[src/mdus_pkg.sv]
// ----------------------------------------------------------------------------
// mdus_pkg: shared types and constants for the update sequencer
// Command, phase, fault and register index codes, plus the slot lookup.
// ----------------------------------------------------------------------------
package mdus_pkg;

  typedef enum logic [2:0] {
    CMD_INIT      = 3'd0,
    CMD_BEGIN     = 3'd1,
    CMD_STAGE     = 3'd2,
    CMD_VERIFY    = 3'd3,
    CMD_ACTIVATE  = 3'd4,
    CMD_SELF_TEST = 3'd5,
    CMD_COMMIT    = 3'd6,
    CMD_DL_CHECK  = 3'd7
  } cmd_t;

  // Update phase; the codes are visible on the result channel.
  typedef enum logic [2:0] {
    PH_IDLE       = 3'd0,
    PH_STAGING    = 3'd1,
    PH_VERIFIED   = 3'd2,
    PH_ACTIVATING = 3'd3,
    PH_COMMITTED  = 3'd4,
    PH_ROLLED     = 3'd5
  } phase_t;

  typedef enum logic [2:0] {
    FLT_NONE       = 3'd0,
    FLT_PRECOND    = 3'd1,
    FLT_INCOMPLETE = 3'd2,
    FLT_VERIFY     = 3'd3,
    FLT_ORDER      = 3'd4,
    FLT_SELF_TEST  = 3'd5,
    FLT_DEADLINE   = 3'd6
  } fault_t;

  localparam logic CFG_DEADLINE = 1'b0;
  localparam logic CFG_ORDER    = 1'b1;

  localparam logic [31:0] DEADLINE_RST = 32'd60000;
  localparam logic [14:0] ORDER_RST    = 15'd18056;

  // Domain id expected in a given activation slot; slots past the table read 0.
  function automatic logic [2:0] order_slot(input logic [14:0] tbl, input logic [3:0] slot);
    logic [2:0] id;
    case (slot)
      4'd0:    id = tbl[2:0];
      4'd1:    id = tbl[5:3];
      4'd2:    id = tbl[8:6];
      4'd3:    id = tbl[11:9];
      4'd4:    id = tbl[14:12];
      default: id = 3'd0;
    endcase
    return id;
  endfunction

endpackage

[src/multi_domain_update_sequencer.sv]
// ----------------------------------------------------------------------------
// multi_domain_update_sequencer: firmware update sequencer over several domains
// Takes one command item at a time, updates the per-domain build and flag
// registers, and returns one status item per command.
// ----------------------------------------------------------------------------
//
//  Channel  | Direction | Handshake             | Payload
//  ---------+-----------+-----------------------+-----------------------------------
//  in_      | input     | in_valid / in_ready   | cmd, domain, build, condition
//           |           |                       | bits, now_time
//  out_     | output    | out_valid / out_ready | ok, phase_now, fault_now,
//           |           |                       | next_slot, domain_build
//  cfg_     | input     | cfg_valid / cfg_ready | cfg_index, cfg_data
//
// Each item is captured in the input register and is resolved by
// combinational logic into the output register, which presents the result.
// One item per cycle is sustained while out_ready is held high; the input
// register and the output register both hold when the result side stalls,
// so ready falls only when both are full.
// Reset is synchronous and active low; it restores the default deadline and
// order table and clears every build id, flag and the phase and fault.
// Configuration writes are always accepted (cfg_ready is tied high).

module multi_domain_update_sequencer
  import mdus_pkg::*;
#(
  parameter int DOMAINS = 5
) (
  input  logic        clk,
  input  logic        rst_n,

  input  logic        in_valid,
  output logic        in_ready,
  input  logic [2:0]  in_cmd,
  input  logic [2:0]  in_domain,
  input  logic [31:0] in_build,
  input  logic        in_readback_ok,
  input  logic        in_self_test_ok,
  input  logic        in_kill_engaged,
  input  logic        in_tx_quiet,
  input  logic        in_power_stable,
  input  logic        in_proto_compatible,
  input  logic [31:0] in_now_time,

  output logic        out_valid,
  input  logic        out_ready,
  output logic        out_ok,
  output logic [2:0]  out_phase_now,
  output logic [2:0]  out_fault_now,
  output logic [3:0]  out_next_slot,
  output logic [31:0] out_domain_build,

  input  logic        cfg_valid,
  output logic        cfg_ready,
  input  logic        cfg_index,
  input  logic [31:0] cfg_data
);

  localparam int DW = (DOMAINS > 1) ? $clog2(DOMAINS) : 1;
  localparam logic [DOMAINS-1:0] ALL_MASK = {DOMAINS{1'b1}};
  localparam logic [3:0] DOM_CNT = 4'(DOMAINS);

  // Configuration registers.
  logic [31:0] deadline_r;
  logic [14:0] order_r;

  // Input register.
  logic        in_vld_r;
  cmd_t        cmd_r;
  logic [2:0]  dom_r;
  logic [31:0] build_r;
  logic        readback_r;
  logic        st_ok_r;
  logic        conds_r;
  logic [31:0] now_r;

  // Sequencer state.
  logic [31:0] act_r  [DOMAINS];
  logic [31:0] prev_r [DOMAINS];
  logic [31:0] pend_r [DOMAINS];
  logic [31:0] act_nxt  [DOMAINS];
  logic [31:0] prev_nxt [DOMAINS];
  logic [31:0] pend_nxt [DOMAINS];
  logic [DOMAINS-1:0] staged_r, staged_nxt;
  logic [DOMAINS-1:0] verified_r, verified_nxt;
  logic [DOMAINS-1:0] activated_r, activated_nxt;
  logic [DOMAINS-1:0] selftest_r, selftest_nxt;
  logic [31:0] start_r, start_nxt;
  logic [3:0]  slot_r, slot_nxt;
  phase_t      phase_r, phase_nxt;
  fault_t      fault_r, fault_nxt;

  // Output register.
  logic        out_vld_r;
  logic        ok_r, ok_nxt;
  logic [31:0] dbuild_r, dbuild_nxt;

  logic              fire;
  logic              in_range;
  logic [DW-1:0]     d_idx;
  logic [DOMAINS-1:0] bit_v;
  logic              dl_fail;
  logic              rb;
  fault_t            rb_fault;

  // An item in the input register resolves whenever the output register is
  // free or is being emptied in the same cycle.
  assign fire      = in_vld_r && (!out_vld_r || out_ready);
  assign in_ready  = !in_vld_r || fire;
  assign cfg_ready = 1'b1;

  assign in_range = ({1'b0, dom_r} < DOM_CNT);
  assign d_idx    = dom_r[DW-1:0];

  always_comb begin
    for (int i = 0; i < DOMAINS; i++) begin
      bit_v[i] = ({1'b0, dom_r} == 4'(i));
    end
  end

  // The deadline only runs while an update is in flight (staging, verified
  // or activating); elapsed time is taken modulo 2^32.
  assign dl_fail = ((phase_r == PH_STAGING) || (phase_r == PH_VERIFIED) ||
                    (phase_r == PH_ACTIVATING)) &&
                   ((now_r - start_r) > deadline_r);

  // Command decode. At most one rollback can happen per command; it is
  // flagged here and applied after the command arm.
  always_comb begin
    act_nxt       = act_r;
    prev_nxt      = prev_r;
    pend_nxt      = pend_r;
    staged_nxt    = staged_r;
    verified_nxt  = verified_r;
    activated_nxt = activated_r;
    selftest_nxt  = selftest_r;
    start_nxt     = start_r;
    slot_nxt      = slot_r;
    phase_nxt     = phase_r;
    fault_nxt     = fault_r;
    ok_nxt        = 1'b0;
    rb            = 1'b0;
    rb_fault      = FLT_NONE;

    unique case (cmd_r)
      CMD_INIT: begin
        for (int i = 0; i < DOMAINS; i++) begin
          act_nxt[i]  = build_r;
          prev_nxt[i] = build_r;
          pend_nxt[i] = '0;
        end
        staged_nxt    = '0;
        verified_nxt  = '0;
        activated_nxt = '0;
        selftest_nxt  = '0;
        start_nxt     = '0;
        slot_nxt      = '0;
        phase_nxt     = PH_IDLE;
        fault_nxt     = FLT_NONE;
        ok_nxt        = 1'b1;
      end
      CMD_BEGIN: begin
        if (!conds_r) begin
          fault_nxt = FLT_PRECOND;
        end else begin
          for (int i = 0; i < DOMAINS; i++) begin
            prev_nxt[i] = act_r[i];
            pend_nxt[i] = '0;
          end
          staged_nxt    = '0;
          verified_nxt  = '0;
          activated_nxt = '0;
          selftest_nxt  = '0;
          start_nxt     = now_r;
          slot_nxt      = '0;
          phase_nxt     = PH_STAGING;
          fault_nxt     = FLT_NONE;
          ok_nxt        = 1'b1;
        end
      end
      CMD_STAGE: begin
        if (!readback_r) begin
          // A failed read-back rolls back in any phase.
          rb       = 1'b1;
          rb_fault = FLT_VERIFY;
        end else if (phase_r == PH_STAGING && in_range && build_r != '0) begin
          pend_nxt[d_idx] = build_r;
          staged_nxt      = staged_r | bit_v;
          verified_nxt    = verified_r | bit_v;
          ok_nxt          = 1'b1;
        end
      end
      CMD_VERIFY: begin
        if (phase_r == PH_STAGING) begin
          if ((staged_r & verified_r) != ALL_MASK) begin
            fault_nxt = FLT_INCOMPLETE;
          end else begin
            phase_nxt = PH_VERIFIED;
            ok_nxt    = 1'b1;
          end
        end
      end
      CMD_ACTIVATE: begin
        if (dl_fail) begin
          rb       = 1'b1;
          rb_fault = FLT_DEADLINE;
        end else if ((phase_r != PH_VERIFIED && phase_r != PH_ACTIVATING) ||
                     slot_r >= DOM_CNT || !in_range ||
                     order_slot(order_r, slot_r) != dom_r) begin
          if (phase_r != PH_ROLLED) begin
            rb       = 1'b1;
            rb_fault = FLT_ORDER;
          end
        end else begin
          act_nxt[d_idx] = pend_r[d_idx];
          activated_nxt  = activated_r | bit_v;
          slot_nxt       = slot_r + 4'd1;
          phase_nxt      = PH_ACTIVATING;
          ok_nxt         = 1'b1;
        end
      end
      CMD_SELF_TEST: begin
        if (phase_r == PH_ACTIVATING && in_range && (activated_r & bit_v) != '0) begin
          if (!st_ok_r) begin
            rb       = 1'b1;
            rb_fault = FLT_SELF_TEST;
          end else begin
            selftest_nxt = selftest_r | bit_v;
            ok_nxt       = 1'b1;
          end
        end
      end
      CMD_COMMIT: begin
        if (dl_fail) begin
          rb       = 1'b1;
          rb_fault = FLT_DEADLINE;
        end else if (phase_r == PH_ACTIVATING && slot_r == DOM_CNT &&
                     (activated_r & selftest_r) == ALL_MASK) begin
          phase_nxt = PH_COMMITTED;
          ok_nxt    = 1'b1;
        end
      end
      CMD_DL_CHECK: begin
        if (dl_fail) begin
          rb       = 1'b1;
          rb_fault = FLT_DEADLINE;
        end else begin
          ok_nxt = 1'b1;
        end
      end
      default: begin
        ok_nxt = 1'b0;
      end
    endcase

    // Rollback restores the previous builds and keeps only the first fault.
    if (rb) begin
      if (fault_r == FLT_NONE) begin
        fault_nxt = rb_fault;
      end
      act_nxt       = prev_r;
      activated_nxt = '0;
      selftest_nxt  = '0;
      phase_nxt     = PH_ROLLED;
    end

    dbuild_nxt = in_range ? act_nxt[d_idx] : '0;
  end

  // Configuration registers.
  always_ff @(posedge clk) begin
    if (!rst_n) begin
      deadline_r <= DEADLINE_RST;
      order_r    <= ORDER_RST;
    end else if (cfg_valid && cfg_ready) begin
      if (cfg_index == CFG_DEADLINE) begin
        deadline_r <= cfg_data;
      end else begin
        order_r <= cfg_data[14:0];
      end
    end
  end

  // Input register.
  always_ff @(posedge clk) begin
    if (!rst_n) begin
      in_vld_r <= 1'b0;
    end else if (in_ready) begin
      in_vld_r <= in_valid;
    end
  end

  always_ff @(posedge clk) begin
    if (in_valid && in_ready) begin
      cmd_r      <= cmd_t'(in_cmd);
      dom_r      <= in_domain;
      build_r    <= in_build;
      readback_r <= in_readback_ok;
      st_ok_r    <= in_self_test_ok;
      conds_r    <= in_kill_engaged && in_tx_quiet && in_power_stable && in_proto_compatible;
      now_r      <= in_now_time;
    end
  end

  // Sequencer state; reset clears the build ids as well.
  always_ff @(posedge clk) begin
    if (!rst_n) begin
      for (int i = 0; i < DOMAINS; i++) begin
        act_r[i]  <= '0;
        prev_r[i] <= '0;
        pend_r[i] <= '0;
      end
      staged_r    <= '0;
      verified_r  <= '0;
      activated_r <= '0;
      selftest_r  <= '0;
      start_r     <= '0;
      slot_r      <= '0;
      phase_r     <= PH_IDLE;
      fault_r     <= FLT_NONE;
    end else if (fire) begin
      act_r       <= act_nxt;
      prev_r      <= prev_nxt;
      pend_r      <= pend_nxt;
      staged_r    <= staged_nxt;
      verified_r  <= verified_nxt;
      activated_r <= activated_nxt;
      selftest_r  <= selftest_nxt;
      start_r     <= start_nxt;
      slot_r      <= slot_nxt;
      phase_r     <= phase_nxt;
      fault_r     <= fault_nxt;
    end
  end

  // Output register.
  always_ff @(posedge clk) begin
    if (!rst_n) begin
      out_vld_r <= 1'b0;
    end else if (fire) begin
      out_vld_r <= 1'b1;
    end else if (out_ready) begin
      out_vld_r <= 1'b0;
    end
  end

  logic [2:0] phase_o_r;
  logic [2:0] fault_o_r;
  logic [3:0] slot_o_r;

  always_ff @(posedge clk) begin
    if (fire) begin
      ok_r      <= ok_nxt;
      phase_o_r <= phase_nxt;
      fault_o_r <= fault_nxt;
      slot_o_r  <= slot_nxt;
      dbuild_r  <= dbuild_nxt;
    end
  end

  assign out_valid        = out_vld_r;
  assign out_ok           = ok_r;
  assign out_phase_now    = phase_o_r;
  assign out_fault_now    = fault_o_r;
  assign out_next_slot    = slot_o_r;
  assign out_domain_build = dbuild_r;

  // The slot counter never passes the number of domains.
  a_slot_bound: assert property (@(posedge clk) disable iff (!rst_n)
    slot_r <= DOM_CNT)
    else $error("slot index beyond domain count");

  // Idle means no activation has happened since init or reset.
  a_idle_slot: assert property (@(posedge clk) disable iff (!rst_n)
    (phase_r == PH_IDLE) |-> (slot_r == '0 && activated_r == '0))
    else $error("idle phase with activation state");

  // A committed update has gone through every slot.
  a_commit_slots: assert property (@(posedge clk) disable iff (!rst_n)
    (phase_r == PH_COMMITTED) |-> (slot_r == DOM_CNT))
    else $error("committed before all slots activated");

  // A domain can only be activated after every domain was staged.
  a_act_staged: assert property (@(posedge clk) disable iff (!rst_n)
    (activated_r != '0) |-> (staged_r == ALL_MASK))
    else $error("activation without full staging");

  // A result waiting on a stalled output is not overwritten.
  a_out_hold: assert property (@(posedge clk) disable iff (!rst_n)
    (out_vld_r && !out_ready) |=> (out_vld_r && $stable(dbuild_r) && $stable(ok_r)))
    else $error("stalled result changed");

endmodule
[config.mk]
export PLATFORM = sky130hd
export DESIGN_NAME = multi_domain_update_sequencer
export DESIGN_NICKNAME = d
export VERILOG_FILES = /design/src/mdus_pkg.sv /design/src/multi_domain_update_sequencer.sv
export SDC_FILE = /design/constraint.sdc
export NUM_CORES = 2
export LEC_CHECK = 0
export ABC_AREA = 1
export BUFFER_PORTS_ARGS = -buffer_cell sky130_fd_sc_hd__buf_2
export CORE_MARGIN = 2
export CORE_UTILIZATION = 33
export DETAILED_ROUTE_END_ITERATION = 8
export PLACE_DENSITY = 0.52
export SETUP_SLACK_MARGIN = 0.15
export SYNTH_ARGS = -nofsm -noshare
export SYNTH_HDL_FRONTEND = slang
export SYNTH_SLANG_ARGS = --single-unit
[constraint.sdc]
create_clock -name clk -period 5.9 [get_ports clk]
set_clock_uncertainty 0.05 [all_clocks]
set_input_delay 1.18 -clock clk [delete_from_list [all_inputs] [get_ports clk]]
set_output_delay 1.18 -clock clk [all_outputs]
set_load 0.1 [all_outputs]
---- After elaboration in Yosys (flattened, before gate mapping) ----
Cells that the tools add are included.
cells by class
  equality and inequality tests ........... 33
  bitwise logic cells ..................... 9
  muxes and demuxes ....................... 90
  $lt $le $gt $ge ......................... 5
  add/subtract/negate cells ............... 2
  reduce and logical (&&, ||, !) cells .... 42
operators by type and width
  cell                                                 number
  two-way mux 160 bit                                  7
  case mux 160 bit (2 select lines)                    2
  case mux 160 bit (3 select lines)                    1
  bitwise mux 160 bit                                  2
  binary-select mux 32 bit (select 3 bit)              2
  two-way mux 32 bit                                   6
  demux 32 bit (select 3 bit)                          1
  case mux 32 bit (2 select lines)                     1
  two-way mux 3 bit                                    20
  case mux 5 bit (3 select lines)                      4
  two-way mux 5 bit                                    11
  greater-than comparator 32 bit                       1
  nonzero test 32 bit                                  1
  subtractor 32 bit                                    1
  case mux 3 bit (5 select lines)                      2
  two-way mux 1 bit                                    22
  bitwise OR 5 bit                                     4
  equality test 3 x 2 -> 1 bit, second input constant  6
  inequality test 3 bit, second input constant         6
  AND 5 bit                                            3
  equality test 3 bit, second input constant           5
  AND reduction 5 bit                                  3
  logical AND 1 bit                                    14
  two-way mux 4 bit                                    3
  other kinds (33)                                     53
storage, ports and cells
  input port bits ......................... 114
  logic and storage cells ................. 220
  output and inout bits ................... 46
  register bits ........................... 707

---- Longest topological paths before layout ----
  depth in word-level cells ............... 15
  mapped depth ............................ 35
  depth with buffers taken out ............ 34

---- Worst setup path before layout ----
OpenSTA, ideal clock, no wires.
  path kind ............................... reg2reg
  start ................................... reg now_r[0]
  end ..................................... reg dbuild_r[15], in the netlist out_domain_build[15] (data pin)
  clock period less this slack ............ 4619 ps
  buffers on the path ..................... 2
  stages on the path, launching flop included .. 34
  library setup time ...................... 254 ps
  data required time ...................... 5596 ps
  slack ................................... 1281 ps
  arrival time ............................ 4315 ps
  path through ............................ edfxtp_1 -> inv_1 -> ha_1 -> inv_1 -> fa_1 -> nand3_1 -> nand2_1 -> nand2_1 -> o211ai_1 -> a21oi_1 -> o21ai_0 -> a21boi_0 -> o21ai_0 -> nand2_1 -> nand2_1 -> xor2_1 -> ha_1 -> nand2_1 -> nor2_1 -> nand2_1 -> nor4_1 -> a21oi_1 -> nand2_2 -> nand2_2 -> nand2_2 -> nand2_1 -> buf_2 -> buf_6 -> nand2_1 -> nand3_1 -> nand3_1 -> nand2_1 -> nor2_1 -> nand2_1
between the ends
  longest elaborated chain between the ends .. 9
  elaborated cells between the ends (all ways) .. 12
  those cells by class .................... add/sub (1); order compare (1); mux (9); reduce/logical (1)
ends and longest elaborated chain
  what                                                                                  line                                                                        text
  from (decl)                                                                           multi_domain_update_sequencer.sv:75                                         logic [31:0] now_r;
  from (signal assigned)                                                                multi_domain_update_sequencer.sv:301                                        now_r <= in_now_time;
  subtractor 32 bit *                                                                   multi_domain_update_sequencer.sv:125                                        ((now_r - start_r) > deadline_r);
  greater-than comparator 32 bit *                                                      multi_domain_update_sequencer.sv:125
  logical AND 1 bit *                                                                   multi_domain_update_sequencer.sv:124                                        (phase_r == PH_ACTIVATING)) &&
  two-way mux 1 bit, or another cell as far along                                       multi_domain_update_sequencer.sv:234, multi_domain_update_sequencer.sv:244
  case mux 1 bit (4 select lines) or case mux 160 bit (2 select lines) (tied branches)  multi_domain_update_sequencer.sv:145                                        unique case (cmd_r)
  two-way mux 160 bit *                                                                 multi_domain_update_sequencer.sv:257                                        if (rb) begin
  binary-select mux 32 bit (select 3 bit) *                                             multi_domain_update_sequencer.sv:267                                        dbuild_nxt = in_range ? act_nxt[d_idx] : '0;
  two-way mux 32 bit (implied by the code) * (2 in series)                              multi_domain_update_sequencer.sv:267
  to (signal assigned)                                                                  multi_domain_update_sequencer.sv:357                                        dbuild_r <= dbuild_nxt;
  to (decl)                                                                             multi_domain_update_sequencer.sv:96                                         logic [31:0] dbuild_r, dbuild_nxt;
Every way passes the cells marked *; elsewhere a longest branch is shown, timed or not. The select of a mux whose other input is x is not followed.
A chain may end at the register's enable or synchronous reset.

---- Final worst setup path ----
  start ................................... reg now_r[0]
  end ..................................... reg dbuild_r[7], in the netlist out_domain_build[7] (data pin)
Same word-level chain as after synthesis.

==> results.py <==
metrics = {
    "run_status": {
        "status": "complete, no violations",
    },
    "place": {
        "gp_congestion": 0.8678,
        "io_buffers": 158,
        "dp_hpwl_um": 87710,
        "detailedPlace.worstSlack_ps": -204.5,
    },
    "detailed_routing": {
        "wl_um": 153800,
        "vias_per_cell": 5.298,
        "drcViolationCount": 0,
        "drtIter0Drc": 3997,
        "ant_nets": 0,
        "vias": 40210,
        "drtPass1Iterations": 7,
        "routedWlPerCell_um": 20.26,
    },
    "logic_synthesis": {
        "ys_types": 51,
        "synthMuxAreaShare_pct": 0,
        "ys_ff_latch": 707,
        "syn_area_per_cell_um2": 6.650,
        "synth-warning-count": 0,
        "synth-xor-area-share_pct": 0.6587,
        "synth_compound_area_share_pct": 17.23,
        "synthSimpleGateAreaFrac_pct": 29.47,
        "synth-seq-area-share_pct": 38.39,
        "syn_nets": 6182,
        "synth_top_family_by_area": "simple AND/OR/NAND/NOR gates",
        "synth_edf_count": 116,
        "netlist_area_um2": 39890,
        "ys.flop_type": "dfxtp_1",
        "async_flop_share_pct": 0,
        "synth-adder-area-share_pct": 2.183,
        "syn_inst": 5999,
    },
    "critical_path": {
        "critical_path.top_delay_family": "simple AND/OR/NAND/NOR gates",
        "start_kind": "flip-flop",
        "startpoint": "now_r[0]",
        "crit_buf_inv": 5,
        "slowest_stage": "fa_1",
        "cp_common_cell": "nand2_1",
        "reg2reg_from": "now_r[0]",
        "timing.rr.end": "out_domain_build[7]",
        "cpPeakStageDelay_ps": 390,
        "crit_path_end_kind": "flip-flop",
        "crit_required_ps": 6280,
        "endpoint": "out_domain_build[7]",
        "worst-path-max-fanout": 18,
        "crit_cells": 34,
        "path_class": "flip-flop to flip-flop",
        "cp.arrival_ps": 5810,
        "rr_worst_depth": 34,
        "worst-r2r-setup-slack_ps": 460,
    },
    "floorplan": {
        "core_um2": 120000,
        "die_x_um": 351.7,
        "num_io_pins": 160,
        "initial_utilization_pct": 33.25,
        "rows": 127,
        "die_area_um2": 123700,
        "die_h_um": 351.7,
    },
    "sta": {
        "worst_pin_slew_ps": 1196,
        "rsz0062_at_grt": "false",
        "finalCritPeriodShare_pct": 92.13,
        "timing.hold.ws_ps": 398.7,
        "max_freq_mhz": 184.0,
        "period_minus_slack_ps": 5436,
        "layout_setup_ws_ps": 464.5,
        "slew_headroom_pct": 20.09,
        "maxSlewViolCount": 0,
        "finalSetupViolCount": 0,
        "hold_violations": 0,
    },
    "grt": {
        "grt_overflow": 0,
        "grt_pass1_vias": 37410,
        "grt_first_pass_wirelength_um": 229600,
        "grt_usage_pct": 23.90,
        "grt_antenna_before_repair": 4,
        "grt_max_degree": 195,
    },
    "power_and_ir_drop": {
        "vdd_drop_max_v": 0.0002080,
        "power_leakage_nw": 20.00,
        "power_mw": 12.93,
        "power.density_nw_per_um2": 285.9,
    },
    "hold_path": {
        "min_from": "staged_r[4]",
        "hold_class": "flip-flop to flip-flop",
    },
    "cts": {
        "cts_hold_buf": 0,
        "cts_tree": "yes",
        "clk_path_buf_depth": 3,
        "clock_sinks": 707,
        "insertion_delay_ps": 680,
        "cts_buffers": 87,
        "htreeDepth": 3,
        "clk_pin_slew_ps": 60,
        "cts-root-buf": "clkbuf_16",
    },
    "finish": {
        "finalNetCount": 6088,
        "multiInputGateArea_um2": 20020,
        "seqCellArea_um2": 15310,
        "drive_gt1_share_pct": 9.018,
        "nFillCells": 12860,
        "syn2layout_area_growth_pct": 13.38,
    },
    "flow_run": {
        "max_cap_violations": 0,
    },
}
sequential cells by signal (all words and copies together) (netlist names), 3 cells and up:
| name | cells |
|---|---|
| verified_r | 5 |
| fault_r | 3 |
| act_r | 160 |
| out_phase_now | 3 |
| prev_r | 160 |
| order_r | 15 |
| d_idx | 3 |
| out_next_slot | 4 |
| phase_r | 3 |
| start_r | 32 |
| selftest_r | 5 |
| slot_r | 4 |
| activated_r | 5 |
| out_domain_build | 32 |
| now_r | 32 |
| build_r | 32 |
| out_fault_now | 3 |
| pend_r | 160 |
| cmd_r | 3 |
| staged_r | 5 |
| deadline_r | 32 |
synth_stat cells (6+ instances only):
cell	number	area (µm²)
xor2_1	22	192.7
clkbuf_1	269	1010
edfxtp_1	116	3483
nor4_1	15	93.84
nand4_1	288	1802
xnor2_1	8	70.07
o2111ai_1	7	61.31
nand3_1	375	1877
o21a_1	6	45.04
a21oi_1	465	2327
nor2_1	229	859.6
a31oi_1	97	606.8
o21ai_1	20	100.1
buf_4	14	105.1
dfxtp_1	591	11830
a211oi_1	14	105.1
o21bai_1	21	157.7
buf_2	116	580.6
ha_1	68	850.8
inv_2	7	26.28
nand2_1	1714	6434
or2_2	74	462.9
buf_1	48	180.2
inv_1	762	2860
nor3_1	12	60.06
o211ai_1	135	1013
o21ai_0	454	2272
metal layers:
metal	vias up	wire length, µm	track usage (%)	share of wire (%)
met5	-	9	0	0.0059
met4	2	4437	7.649	2.9
met3	251	10770	3.407	7.0
met2	1487	69220	39.10	45
met1	18940	69350	32.34	45
li1	19530	-	-	-
through the flow:
| step | setup TNS (ps) | std cells | utilization, % | area (µm²) |
|---|---|---|---|---|
| 6_report | 0 | 7590 | 37.70 | 45230 |
| 5_1_grt | 0 | 7589 | 37.70 | 45230 |
| 4_1_cts | 0 | 7567 | 37.35 | 44810 |
| 3_5_place_dp | -3924 | 7406 | 34.93 | 41900 |
| 3_3_place_gp | -1096 | 7406 | 34.93 | 41900 |
| 2_1_floorplan | 0 | 5999 | - | 39890 |
how the worst min path moves through the flow:
stage / end / slack (ps) / cells after the start
floorplan: prev_r[102] / 380 / 2
global placement: staged_r[4] / 390 / 2
detailed placement: verified_r[4] / 390 / 2
CTS: verified_r[4] / 400 / 2
global route: prev_r[62] / 420 / 2
finish: staged_r[4] / 400 / 2
timing repair:
item,4_1_cts,5_1_grt
gates cloned,0,10
pin swaps,0,8
endpoints found under the hold margin,0,0
resized for setup,3,30
endpoints found under the setup margin,170,211
buffers inserted,0,12
kinds of logic after synthesis:
family / count (synthesis)
AO/OA/AOI/OAI: 1241
XOR/XNOR: 30
adder cells (fa/ha/maj): 69
buffers and inverters: 1221
flip-flops: 707
other: 1
AND/OR/NAND/NOR: 2730
worst min-delay path: cells and delay by family, from the launching register on:
family | cells | cell delay, ps
DFF | 1 | 310
AOI/OAI and AO/OA | 1 | 50
buffers and inverters | 1 | 40
layout make-up:
cell class | instances | share of cell area (%)
inverters | 770 | 6.468
multi-input cells | 4072 | 44.25
diodes | 1 | 0.005533
repair buffers | 267 | 4.564
clock inverters | 28 | 0.6363
well taps | 1612 | 4.459
clock buffers | 133 | 5.754
flip-flops and latches | 707 | 33.86
placed cells by master, fill, tap and decap left out, types with 5 or more instances in the layout:
cell,synthesis,layout
o2111ai_1,7,7
buf_12,0,19
dfxtp_1,591,591
clkbuf_1,269,23
a31oi_1,97,97
inv_6,0,5
buf_2,116,157
nand3_1,375,375
inv_4,0,5
o21ai_4,0,5
xor2_1,22,22
a21oi_2,2,7
xnor2_1,8,8
clkinv_2,0,14
nor4_1,15,14
a21oi_1,465,459
nand2_1,1714,1704
nor2_4,2,11
buf_4,14,77
o21a_1,6,6
or2_2,74,74
ha_1,68,68
nor3_1,12,12
nand2_2,4,10
clkbuf_16,0,97
edfxtp_1,116,116
inv_1,762,756
o21ai_0,454,450
o21bai_1,21,21
clkbuf_8,0,21
a21o_1,5,5
o211ai_1,135,135
nand4_1,288,288
a211oi_1,14,14
nor2_1,229,221
o21ai_1,20,18
report_power, final:
part | internal (mW) | leakage [nW] | total (mW) | switching [mW]
clock network | 3.18 | 1.43 | 5.46 | 2.27
logic | 0.622 | 12.6 | 2.14 | 1.52
registers | 5.12 | 5.93 | 5.33 | 0.207
Power figures use the tool's default switching activity.
